`src/hdl/vvr_pkg.sv`:
```
`timescale 1ns / 1ps
// ----------------------------------------------------------------------------
// vvr_pkg - shared types and constants for the view vector rotator
// Beat formats, register indexes, fixed point constants and the arctangent
// table of the CORDIC.
// ----------------------------------------------------------------------------
package vvr_pkg;

	// vector components are Q2.14 at the default width
	localparam int VVR_VEC_W    = 16;
	localparam int VVR_RATE_W   = 16;   // rotation rate, unsigned Q4.12
	localparam int VVR_TIME_W   = 16;   // frame time, unsigned Q0.16
	localparam int VVR_CFG_W    = (VVR_VEC_W > VVR_RATE_W) ? VVR_VEC_W : VVR_RATE_W;
	localparam int VVR_IDX_W    = 3;
	localparam int VVR_LANES    = 4;    // dir x, dir y, plane x, plane y
	localparam int VVR_CORDIC_STEPS = 16;

	// rate * time, then shifted left by two into Q.30: this is the datapath width
	localparam int VVR_PROD_W   = VVR_RATE_W + VVR_TIME_W;
	localparam int VVR_CW       = VVR_PROD_W + 2;
	// serial multiply accumulator and full product widths
	localparam int VVR_HW       = VVR_CW + 1;
	localparam int VVR_PW       = VVR_HW + VVR_VEC_W;
	localparam int VVR_BCNT_W   = $clog2(VVR_VEC_W);
	localparam int VVR_FRAC     = 30;

	localparam logic signed [VVR_CW-1:0] VVR_ANGLE_MAX = VVR_CW'(64'd1686629713); // pi/2
	localparam logic signed [VVR_CW-1:0] VVR_GAIN      = VVR_CW'(64'd652032874);
	localparam logic [VVR_PW-1:0]        VVR_HALF      = VVR_PW'(64'd536870912);

	// reset values of the start registers
	localparam logic [VVR_VEC_W-1:0] VVR_RST_DIR_X   = VVR_VEC_W'(-16384);
	localparam logic [VVR_VEC_W-1:0] VVR_RST_DIR_Y   = VVR_VEC_W'(0);
	localparam logic [VVR_VEC_W-1:0] VVR_RST_PLANE_X = VVR_VEC_W'(0);
	localparam logic [VVR_VEC_W-1:0] VVR_RST_PLANE_Y = VVR_VEC_W'(10813);
	localparam logic [VVR_RATE_W-1:0] VVR_RST_RATE   = VVR_RATE_W'(12288);

	typedef enum logic [VVR_IDX_W-1:0] {
		REG_RATE    = 3'd0,
		REG_DIR_X   = 3'd1,
		REG_DIR_Y   = 3'd2,
		REG_PLANE_X = 3'd3,
		REG_PLANE_Y = 3'd4
	} vvr_reg_t;

	// atan(2^-k) in Q.30
	localparam logic [31:0] VVR_ATAN [32] = '{
		32'd843314856, 32'd497837829, 32'd263043836, 32'd133525158,
		32'd67021686,  32'd33543515,  32'd16775850,  32'd8388437,
		32'd4194282,   32'd2097149,   32'd1048575,   32'd524287,
		32'd262143,    32'd131071,    32'd65535,     32'd32767,
		32'd16383,     32'd8191,      32'd4095,      32'd2047,
		32'd1023,      32'd511,       32'd255,       32'd127,
		32'd63,        32'd31,        32'd15,        32'd8,
		32'd4,         32'd2,         32'd1,         32'd0
	};

	typedef struct packed {
		logic                  turn_right;
		logic                  turn_left;
		logic [VVR_TIME_W-1:0] frame_time;
	} vvr_in_t;

	typedef struct packed {
		logic                        moved;
		logic signed [VVR_VEC_W-1:0] out_dir_x;
		logic signed [VVR_VEC_W-1:0] out_dir_y;
		logic signed [VVR_VEC_W-1:0] out_plane_x;
		logic signed [VVR_VEC_W-1:0] out_plane_y;
	} vvr_out_t;

endpackage

```
`src/hdl/view_vector_rotator.sv`:
```
`timescale 1ns / 1ps
// ----------------------------------------------------------------------------
// view_vector_rotator - turns view direction and camera plane per frame
// Step angle = rate * frame time (clamped to pi/2), sine/cosine by an
// iterative CORDIC, then both vectors turned by bit-serial multiplies.
// ----------------------------------------------------------------------------
//
//  channel  | signals                          | beat
//  ---------+----------------------------------+------------------------------
//  item     | item_valid, item_stall, item     | keys + frame time (vvr_in_t)
//  result   | result_valid, result_stall,      | moved + four vector parts
//           | result                           | (vvr_out_t)
//  config   | cfg_we, cfg_idx, cfg_data        | one register write per edge
//
// With no key the beat goes straight to the result; one key adds the angle,
// CORDIC, setup, one rotation pass and write-back, both keys a second pass.
// The CORDIC runs one iteration a cycle; each rotation pass then shifts the
// vector parts out one bit a cycle into four shift-add accumulators.
// Reset puts the vectors at the start register reset values; no sweep.
// A finished beat sits in the result register while the next item is taken;
// the engine only waits in its done state if the register is full and stalled.
//
module view_vector_rotator
	import vvr_pkg::*;
#(
	parameter int CORDIC_STEPS = VVR_CORDIC_STEPS
) (
	input  logic                 clk,
	input  logic                 arst_n,
	// item channel
	input  logic                 item_valid,
	output logic                 item_stall,
	input  vvr_in_t              item,
	// result channel
	output logic                 result_valid,
	input  logic                 result_stall,
	output vvr_out_t             result,
	// configuration
	input  logic                 cfg_we,
	input  logic [VVR_IDX_W-1:0] cfg_idx,
	input  logic [VVR_CFG_W-1:0] cfg_data
);

	localparam int CNT_W = $clog2(CORDIC_STEPS);

	typedef enum logic [5:0] {
		ST_IDLE   = 6'b000001,
		ST_ANGLE  = 6'b000010,
		ST_CORDIC = 6'b000100,
		ST_SETUP  = 6'b001000,
		ST_ROTATE = 6'b010000,
		ST_WRITE  = 6'b100000
	} state_t;
	// done state kept apart so the one-hot set stays readable
	localparam state_t ST_NONE = ST_IDLE;

	state_t state_q;
	logic   done_q;          // waiting to hand the beat to the result register
	logic   right_q, left_q;
	logic   pass_left_q;     // current rotation pass uses the negated sine
	logic [CNT_W-1:0]      cnt_q;
	logic [VVR_BCNT_W-1:0] bcnt_q;
	logic                  last_bit;

	logic [VVR_RATE_W-1:0] rate_q;
	logic [VVR_VEC_W-1:0]  vec_q [VVR_LANES];  // state, doubles as bit shifter

	logic [VVR_PROD_W-1:0]      prod_q;
	logic signed [VVR_CW-1:0]   x_q, y_q, z_q;  // x ends as cosine, y as sine
	logic signed [VVR_CW-1:0]   s_q, sn_q;      // sine for this pass and its negation
	logic signed [VVR_HW-1:0]   h_q [VVR_LANES];
	logic [VVR_VEC_W-1:0]       l_q [VVR_LANES];
	vvr_out_t                   result_q;
	logic                       result_valid_q;

	logic                       accept;
	logic                       load_result;
	logic [VVR_CW-1:0]          ang_raw;
	logic signed [VVR_CW-1:0]   ang_clamp;
	logic [4:0]                 k;
	logic signed [VVR_CW-1:0]   dx, dy, at, x_n, y_n, z_n;

	logic signed [VVR_HW:0]     lane_t   [VVR_LANES];
	logic [VVR_VEC_W-1:0]       lane_sat [VVR_LANES];

	function automatic logic [VVR_VEC_W-1:0] sat_vec(input logic signed [VVR_PW-1:0] v);
		logic [VVR_PW-VVR_VEC_W:0] top;
		top = v[VVR_PW-1:VVR_VEC_W-1];
		if ((&top) || !(|top))
			sat_vec = v[VVR_VEC_W-1:0];
		else if (v[VVR_PW-1])
			sat_vec = {1'b1, {(VVR_VEC_W-1){1'b0}}};
		else
			sat_vec = {1'b0, {(VVR_VEC_W-1){1'b1}}};
	endfunction

	assign item_stall   = (state_q != ST_IDLE) || done_q;
	assign accept       = item_valid && !item_stall;
	assign result_valid = result_valid_q;
	assign result       = result_q;
	assign load_result  = done_q && (!result_valid_q || !result_stall);
	assign last_bit     = (bcnt_q == VVR_BCNT_W'(VVR_VEC_W - 1));

	// angle in Q.30, clamped to pi/2
	assign ang_raw   = {prod_q, 2'b00};
	assign ang_clamp = (ang_raw > VVR_ANGLE_MAX) ? VVR_ANGLE_MAX : ang_raw;

	// one CORDIC iteration, rotation mode
	always_comb begin
		k  = 5'(cnt_q);
		dx = y_q >>> k;
		dy = x_q >>> k;
		at = VVR_CW'(VVR_ATAN[k]);
		if (!z_q[VVR_CW-1]) begin
			x_n = x_q - dx;
			y_n = y_q + dy;
			z_n = z_q - at;
		end else begin
			x_n = x_q + dx;
			y_n = y_q - dy;
			z_n = z_q + at;
		end
	end

	// Lanes: even lane new_x = x*c + y*(-s), odd lane new_y = x*s + y*c.
	// Bits come LSB first; the sign bit has negative weight.
	for (genvar g = 0; g < VVR_LANES; g++) begin : g_lane
		localparam int P = g / 2;
		logic                      xb, yb;
		logic signed [VVR_CW-1:0]  ca, cb;
		logic [VVR_HW-1:0]         sum;
		logic signed [VVR_PW-1:0]  prod, rsum, rnd;

		assign xb   = vec_q[2*P][0];
		assign yb   = vec_q[2*P+1][0];
		assign ca   = (g % 2 == 0) ? x_q  : s_q;
		assign cb   = (g % 2 == 0) ? sn_q : x_q;
		assign sum  = (xb ? {ca[VVR_CW-1], ca} : '0) + (yb ? {cb[VVR_CW-1], cb} : '0);
		assign lane_t[g] = last_bit ? ({h_q[g][VVR_HW-1], h_q[g]} - {sum[VVR_HW-1], sum})
		                            : ({h_q[g][VVR_HW-1], h_q[g]} + {sum[VVR_HW-1], sum});
		assign prod = {h_q[g], l_q[g]};
		assign rsum = prod + VVR_HALF;
		assign rnd  = rsum >>> VVR_FRAC;
		assign lane_sat[g] = sat_vec(rnd);
	end

	// sequencer
	always_ff @(posedge clk or negedge arst_n) begin
		if (!arst_n) begin
			state_q        <= ST_IDLE;
			done_q         <= 1'b0;
			right_q        <= 1'b0;
			left_q         <= 1'b0;
			pass_left_q    <= 1'b0;
			cnt_q          <= '0;
			bcnt_q         <= '0;
			result_valid_q <= 1'b0;
		end else begin
			if (load_result) begin
				result_valid_q <= 1'b1;
				done_q         <= 1'b0;
			end else if (result_valid_q && !result_stall) begin
				result_valid_q <= 1'b0;
			end
			unique case (state_q)
				ST_IDLE: begin
					if (accept) begin
						right_q <= item.turn_right;
						left_q  <= item.turn_left;
						if (item.turn_right || item.turn_left)
							state_q <= ST_ANGLE;
						else
							done_q <= 1'b1;
					end
				end
				ST_ANGLE: begin
					cnt_q       <= '0;
					pass_left_q <= !right_q;
					state_q     <= ST_CORDIC;
				end
				ST_CORDIC: begin
					if (cnt_q == CNT_W'(CORDIC_STEPS - 1))
						state_q <= ST_SETUP;
					else
						cnt_q <= cnt_q + CNT_W'(1);
				end
				ST_SETUP: begin
					bcnt_q  <= '0;
					state_q <= ST_ROTATE;
				end
				ST_ROTATE: begin
					if (last_bit)
						state_q <= ST_WRITE;
					else
						bcnt_q <= bcnt_q + VVR_BCNT_W'(1);
				end
				ST_WRITE: begin
					if (pass_left_q || !left_q) begin
						state_q <= ST_NONE;
						done_q  <= 1'b1;
					end else begin
						pass_left_q <= 1'b1;
						bcnt_q      <= '0;
						state_q     <= ST_ROTATE;
					end
				end
				default: state_q <= ST_IDLE;
			endcase
		end
	end

	// rate register and vector state: config writes, bit shifting, write-back
	always_ff @(posedge clk or negedge arst_n) begin
		if (!arst_n) begin
			rate_q   <= VVR_RST_RATE;
			vec_q[0] <= VVR_RST_DIR_X;
			vec_q[1] <= VVR_RST_DIR_Y;
			vec_q[2] <= VVR_RST_PLANE_X;
			vec_q[3] <= VVR_RST_PLANE_Y;
		end else begin
			if (cfg_we) begin
				unique case (cfg_idx)
					REG_RATE:    rate_q   <= cfg_data[VVR_RATE_W-1:0];
					REG_DIR_X:   vec_q[0] <= cfg_data[VVR_VEC_W-1:0];
					REG_DIR_Y:   vec_q[1] <= cfg_data[VVR_VEC_W-1:0];
					REG_PLANE_X: vec_q[2] <= cfg_data[VVR_VEC_W-1:0];
					REG_PLANE_Y: vec_q[3] <= cfg_data[VVR_VEC_W-1:0];
					default: ;
				endcase
			end else if (state_q == ST_ROTATE) begin
				for (int i = 0; i < VVR_LANES; i++)
					vec_q[i] <= vec_q[i] >> 1;
			end else if (state_q == ST_WRITE) begin
				for (int i = 0; i < VVR_LANES; i++)
					vec_q[i] <= lane_sat[i];
			end
		end
	end

	// datapath
	always_ff @(posedge clk) begin
		if (accept)
			prod_q <= rate_q * item.frame_time;
		if (state_q == ST_ANGLE) begin
			x_q <= VVR_GAIN;
			y_q <= '0;
			z_q <= ang_clamp;
		end
		if (state_q == ST_CORDIC) begin
			x_q <= x_n;
			y_q <= y_n;
			z_q <= z_n;
		end
		if (state_q == ST_SETUP) begin
			s_q  <= pass_left_q ? -y_q : y_q;
			sn_q <= pass_left_q ? y_q : -y_q;
			for (int i = 0; i < VVR_LANES; i++)
				h_q[i] <= '0;
		end
		if (state_q == ST_ROTATE) begin
			for (int i = 0; i < VVR_LANES; i++) begin
				h_q[i] <= lane_t[i][VVR_HW:1];
				l_q[i] <= {lane_t[i][0], l_q[i][VVR_VEC_W-1:1]};
			end
		end
		if (state_q == ST_WRITE && !pass_left_q && left_q) begin
			// second pass turns the other way
			s_q  <= sn_q;
			sn_q <= s_q;
			for (int i = 0; i < VVR_LANES; i++)
				h_q[i] <= '0;
		end
		if (load_result) begin
			result_q.moved       <= right_q || left_q;
			result_q.out_dir_x   <= vec_q[0];
			result_q.out_dir_y   <= vec_q[1];
			result_q.out_plane_x <= vec_q[2];
			result_q.out_plane_y <= vec_q[3];
		end
	end

endmodule
```
`config.mk`:
```
export PLATFORM = sky130hd
export DESIGN_NAME = view_vector_rotator
export DESIGN_NICKNAME = d
export VERILOG_FILES = /design/src/hdl/vvr_pkg.sv /design/src/hdl/view_vector_rotator.sv
export SDC_FILE = /design/constraint.sdc
export NUM_CORES = 2
export LEC_CHECK = 0
export BUFFER_PORTS_ARGS = -buffer_cell sky130_fd_sc_hd__buf_2
export CORE_MARGIN = 3
export CORE_UTILIZATION = 45
export DETAILED_ROUTE_END_ITERATION = 8
export GPL_TIMING_DRIVEN = 0
export PLACE_DENSITY = 0.68
export SLEW_MARGIN = 20
export SYNTH_ARGS = -nofsm -noshare
export SYNTH_HDL_FRONTEND = slang
export SYNTH_SLANG_ARGS = --single-unit
```
`constraint.sdc`:
```
create_clock -name clk -period 8.3 [get_ports clk]
set_clock_uncertainty 0.05 [all_clocks]
set_input_delay 2.075 -clock clk [delete_from_list [all_inputs] [get_ports clk]]
set_output_delay 2.075 -clock clk [all_outputs]
set_load 0.05 [all_outputs]
```
# After elaboration in Yosys (flattened, before gate mapping)
# Memory sizes are Yosys's and may differ from the RTL's.
# Cells that the tools add are included.
# totals
mem_bits_ro,1024
out_inout_bits,67
reg_bits,366
elab_cells,218
mem_bits_rw,204
input_bits,42
memories,3
# op_classes
add_sub_neg,25
n_lt_le_gt_ge,2
multipliers,1
n_reduce_logical,49
eq_ne,24
mux,79
bitwise_logic,9
n_shift,2
# mem_list
name,words,width,read_ports,rd_ports_with_merged_regs,wr,line_no,rtl
(name not given),32,32,1,0,0,view_vector_rotator.sv:113,at = VVR_CW'(VVR_ATAN[k]);
h_q,4,35,4,0,4,view_vector_rotator.sv:71,logic signed [VVR_HW-1:0] h_q [VVR_LANES];
l_q,4,16,4,0,4,view_vector_rotator.sv:72,logic [VVR_VEC_W-1:0] l_q [VVR_LANES];
# op_table
operator,n
$mux W35,16
$mux W34,16
$add A51 B30 Y51 const B,4
$mux W16,12
$mux W64,3
$add A35 B35 Y36,4
$mux W36,4
$sub A35 B35 Y36,4
$add A35 B35 Y35,4
$add A34 B34 Y34,2
$sshr A34 B4 Y34,2
$sub A34 B34 Y34,2
$mux W32,2
$pmux W6 S6,1
$add A34 B33 Y34,1
$gt A34 B31 Y1 const B,1
$neg A34 Y34,1
$sub A34 B33 Y34,1
$mul A16 B16 Y32,1
$mux W6,4
$reduce_and A6 Y1,4
$reduce_or A6 Y1,4
$reduce_and A2 Y1,8
$ne A2 B2 Y1 const B,7
30 further kinds,83

# Depth between registers and ports, before layout
# An unclocked memory read counts as a cell.
# logic_depth
depth_word,9
mapped_depth,32
mapped_depth_nobuf,28

# Worst setup path before layout
# OpenSTA, ideal clock, no wires.
# synth_path
kind,input to register
from,input port item[1] in the netlist's numbering
to,register prod_q[30] (data pin)
setup_ps,266
stages,26
slack_ps,-116
required_ps,7984
n_path_buf,1
t_arrival_ps,8100
path_cell_list,clkbuf_1 -> nand2_1 -> fa_1 -> inv_1 -> fa_1 -> inv_1 -> fa_1 -> fa_1 -> inv_1 -> fa_1 -> inv_1 -> fa_1 -> inv_1 -> ha_1 -> a21o_1 -> a21o_1 -> a21oi_1 -> o21ai_0 -> a21o_1 -> a211oi_1 -> o21ai_0 -> a41oi_1 -> a21o_1 -> o21ai_0 -> o41ai_1 -> xnor2_1
# synth_via
elab_chain_cells,1
# synth_rtl
element,line_no,rtl
"start, declared",view_vector_rotator.sv:33,"input vvr_in_t item,"
$mul A16 B16 Y32,view_vector_rotator.sv:243,prod_q <= rate_q * item.frame_time;
"end signal, assigned",view_vector_rotator.sv:243,
"end, declared",view_vector_rotator.sv:68,logic [VVR_PROD_W-1:0] prod_q;
# No other way between the ends.
# A chain may end at the register's enable or synchronous reset.

# Final worst setup path
# layout_path
from,input port item[2] in the netlist's numbering
to,register prod_q[31] (data pin)
# Same word-level chain as after synthesis.

==> flow_summary.yaml <==
die:
  start_util_pct: 45.7
  io_pins: 109
  coreArea_sq_um: 128000
  dieWidth_um: 367
  dieArea_sq_um: 135000
  rows: 131
  die_h_um: 367
cells_and_area:
  final_nets: 7879
  multi_input_area_sq_um: 42000
  drive_above_1_share_pct: 6.79
  fin_util_pct: 49.7
  fillers: 12200
  layout.cells.non_filler: 8922
  area_delta_synth_final_pct: 8.79
  register_area_sq_um: 14000
route:
  wl_per_cell_um: 22.3
  wl_um: 199000
  viasPerCell: 6.02
  remaining_drc_errors: 0
  ant_nets: 0
  drtIter0Drc: 5646
  firstDrtPassIters: 6
  routed-via-count: 53700
critical_path:
  cp-endpoint: "prod_q[31]"
  slowest_stage: "fa_1"
  r2r_slack_ns: 0.46
  crit_required_ns: 8.65
  critPathMaxFanout: 10
  max_stage_delay_ns: 0.54
  r2r_start: "g_lane[2].xb"
  crit_arrival_ns: 8.36
  cpMostUsedCell: "fa_1"
  worst_r2r_path_depth: 26
  timing.rr.end: "h_q[3][34]"
  crit_start: "item[2]"
  endpoint_kind: "flip-flop"
  crit_type: "input port to flip-flop"
  worst_setup_path_start_kind: "input port"
clocking:
  clockBufferDepth: 3
  cts_max_level: 2
  root_buffer: "clkbuf_16"
  clk_pin_slew_ns: 0.06
  cts_tree: "built"
  numCtsBuffers: 60
  clock-sinks: 506
  insertion_delay_ns: 0.70
flow_run:
  max_cap_viol_count: 0
yosys:
  synth_warnings: 0
  postSynthAreaPerCell_sq_um: 8.41
  async_flop_share_pct: 19.6
  syn-num-nets: 7711
  yosysTopAreaCell: "edfxtp_1"
  synthTopCellsByArea: "edfxtp_1, ha_1, fa_1, xnor2_1, nand2_1"
  synthFlopType: "edfxtp_1"
  yosysSeqAreaShare_pct: 23.9
  ys_types: 114
  syn_area_sq_um: 58600
  synth_edf_count: 337
  syn-instance-count: 6969
  synth_top_area_share_pct: 17.3
  ys_ff_latch: 506
sta:
  final.setup.tns_ns: 0
  hold_violations: 0
  drv_slew: 0
  slew-limit-headroom_pct: 20.6
  fin_crit_ns: 8.01
  worst_pin_slew_ns: 1.19
  fmax_mhz: 125
  period_share_pct: 96.5
  setup_viol: 0
placed_design:
  io_buffers: 107
  gp_congestion: 1.09
  place_inst: 8813
  place_hpwl_um: 158000
grt:
  grtUsageTotal_pct: 28.7
  grt_pass1_vias: 51400
  antenna_found_initial: 7
  grt_max_degree: 65
  grt.overflow.total: 0
  grt_pass1_wl_um: 302000
pwr:
  leakage_nw: 27.3
  max-vdd-ir-drop_mv: 1.11
  p_per_area_nw_per_um2: 348
outcome:
  outcome: "complete, no violations"
worst_hold_path:
  hold_class: "flip-flop to flip-flop"
cell type report:
class | count | area share [%]
diodes | 5 | 0.0196
plain buffers | 290 | 1.96
clock buffers | 77 | 2.58
clock inverters | 36 | 0.726
inverters | 374 | 2.21
multi-input cells | 5789 | 66.0
flip-flops and latches | 506 | 22.0
well taps | 1729 | 3.39
repair buffers | 116 | 1.17
what timing repair did:
action	in CTS	in global routing
resized for setup	6	35
buffers inserted	0	1
endpoints found under the setup margin	7	23
hold buffers	0	0
pin swaps	0	2
logic make-up after synthesis:
kind of cell / synth area share [%]
AO/OA/AOI/OAI: 18.5
XOR/XNOR: 10.1
adder cells (fa/ha/maj): 17.6
buffers and inverters: 4.52
flip-flops: 23.9
multiplexers: 4.26
AND/OR/NAND/NOR: 21.1
layer usage:
metal	vias to the layer above	share of wire [%]	global-route usage (%)
met4	0	6.5	15.6
li1	25000	-	-
met3	512	8.5	5.02
met5	-	0	0
met2	2330	44	45.1
met1	25800	41	37.6
registers in the layout (all words and copies together) (netlist names):
signal and count:
prod_q 32, done_q 1, g_lane.ca 68, y_q 34, z_q 34, cnt_q 4
result 65, right_q 1, pass_left_q 1, result_valid 1, g_lane.xb 2, vec_q 60
g_lane.yb 2, left_q 1, g_lane.cb 34, state_q 6, rate_q 16, bcnt_q 4
h_q 140
synth_stat cells, types with 14 or more instances:
cell type    n
mux4_2      66
fa_1       205
nand2_1    766
o22ai_1     21
a31oi_1     71
nor3b_1     17
and2_1     420
or2_2       30
dfrtp_1     86
a21o_1     179
mux2i_1     41
inv_1      370
and3_1      73
ha_1       495
nand4_1     41
a211o_1     22
nor2_1     601
xnor2_1    377
nand2b_1    80
nand3_1    144
buf_1       40
o21bai_1    49
o21a_1      56
a211oi_1    65
o41ai_1     14
nor3_1     125
a21boi_0    30
nor2b_1     62
clkbuf_1   238
xor2_1     300
and4_1      14
a22oi_1     26
o31a_1      30
o21ai_1     21
mux2_2      49
a2111oi_0   14
a21oi_1    512
o21ai_0    388
nor4_1      28
o211ai_1    72
edfxtp_1   337
or3_1       54
o31ai_1     40
dfxtp_1     70
worst min path at each step:
stage | start | to | slack, ns | cells after the start
final | h_q[3][8] | h_q[3][8] | 0.41 | 2
after global placement | h_q[3][0] | h_q[3][0] | 0.39 | 2
after CTS | h_q[3][3] | h_q[3][3] | 0.42 | 2
after detailed placement | h_q[3][8] | h_q[3][8] | 0.40 | 2
after floorplan | h_q[0][0] | h_q[0][0] | 0.38 | 2
after global routing | h_q[3][2] | h_q[3][2] | 0.43 | 2
cell usage in the layout, fill, tap and decap left out, types with 26 or more instances in the layout:
cell type,Yosys,routed
inv_1,370,366
o31a_1,30,30
or3_1,54,54
o21bai_1,49,49
a21oi_1,512,512
and2_1,420,420
nor2b_1,62,62
xnor2_1,377,377
buf_2,13,117
edfxtp_1,337,337
nand4_1,41,41
nand3_1,144,144
o31ai_1,40,40
o211ai_1,72,72
nor4_1,28,28
o21a_1,56,56
a31oi_1,71,70
a21boi_0,30,29
nand2_1,766,765
ha_1,495,494
mux2i_1,41,41
buf_1,40,34
and3_1,73,73
mux4_2,66,66
xor2_1,300,300
mux2_2,49,49
clkbuf_16,0,61
fa_1,205,205
a22oi_1,26,26
nor3_1,125,125
or2_2,30,30
nor2_1,601,601
nand2b_1,80,80
dfxtp_1,70,70
a211oi_1,65,63
clkbuf_1,238,230
o21ai_0,388,385
a21o_1,179,179
dfrtp_1,86,85
worst max-delay path, delay by kind of cell:
kind            cells  cell delay (ns)
xor+xnor            1             0.14
compound gates      8             1.66
simple gates        4             0.45
fa+ha+maj           7             3.44
buf+inv             7             0.58
stage by stage:
stage / hold slack, ns / power, mW / worst slack [ns] / instance area (sq um)
final: 0.410 / 22.2 / 0.293 / 63700
after global routing: 0.433 / 24.2 / -0.0101 / 63700
after CTS: 0.416 / 21.8 / 0.0000293 / 63700
after detailed placement: 0.403 / 18.7 / -0.917 / 61500
after global placement: 0.394 / 18.5 / -1.71 / 61300
after floorplan: 0.376 / 15.4 / 0.0311 / 58600
power breakdown:
group	switching (mW)	internal [mW]	total, mW
Clock	1.21	1.63	2.84
Sequential	0.304	3.58	3.88
Combinational	8.84	6.60	15.4
(Power assumes the default switching activity.)
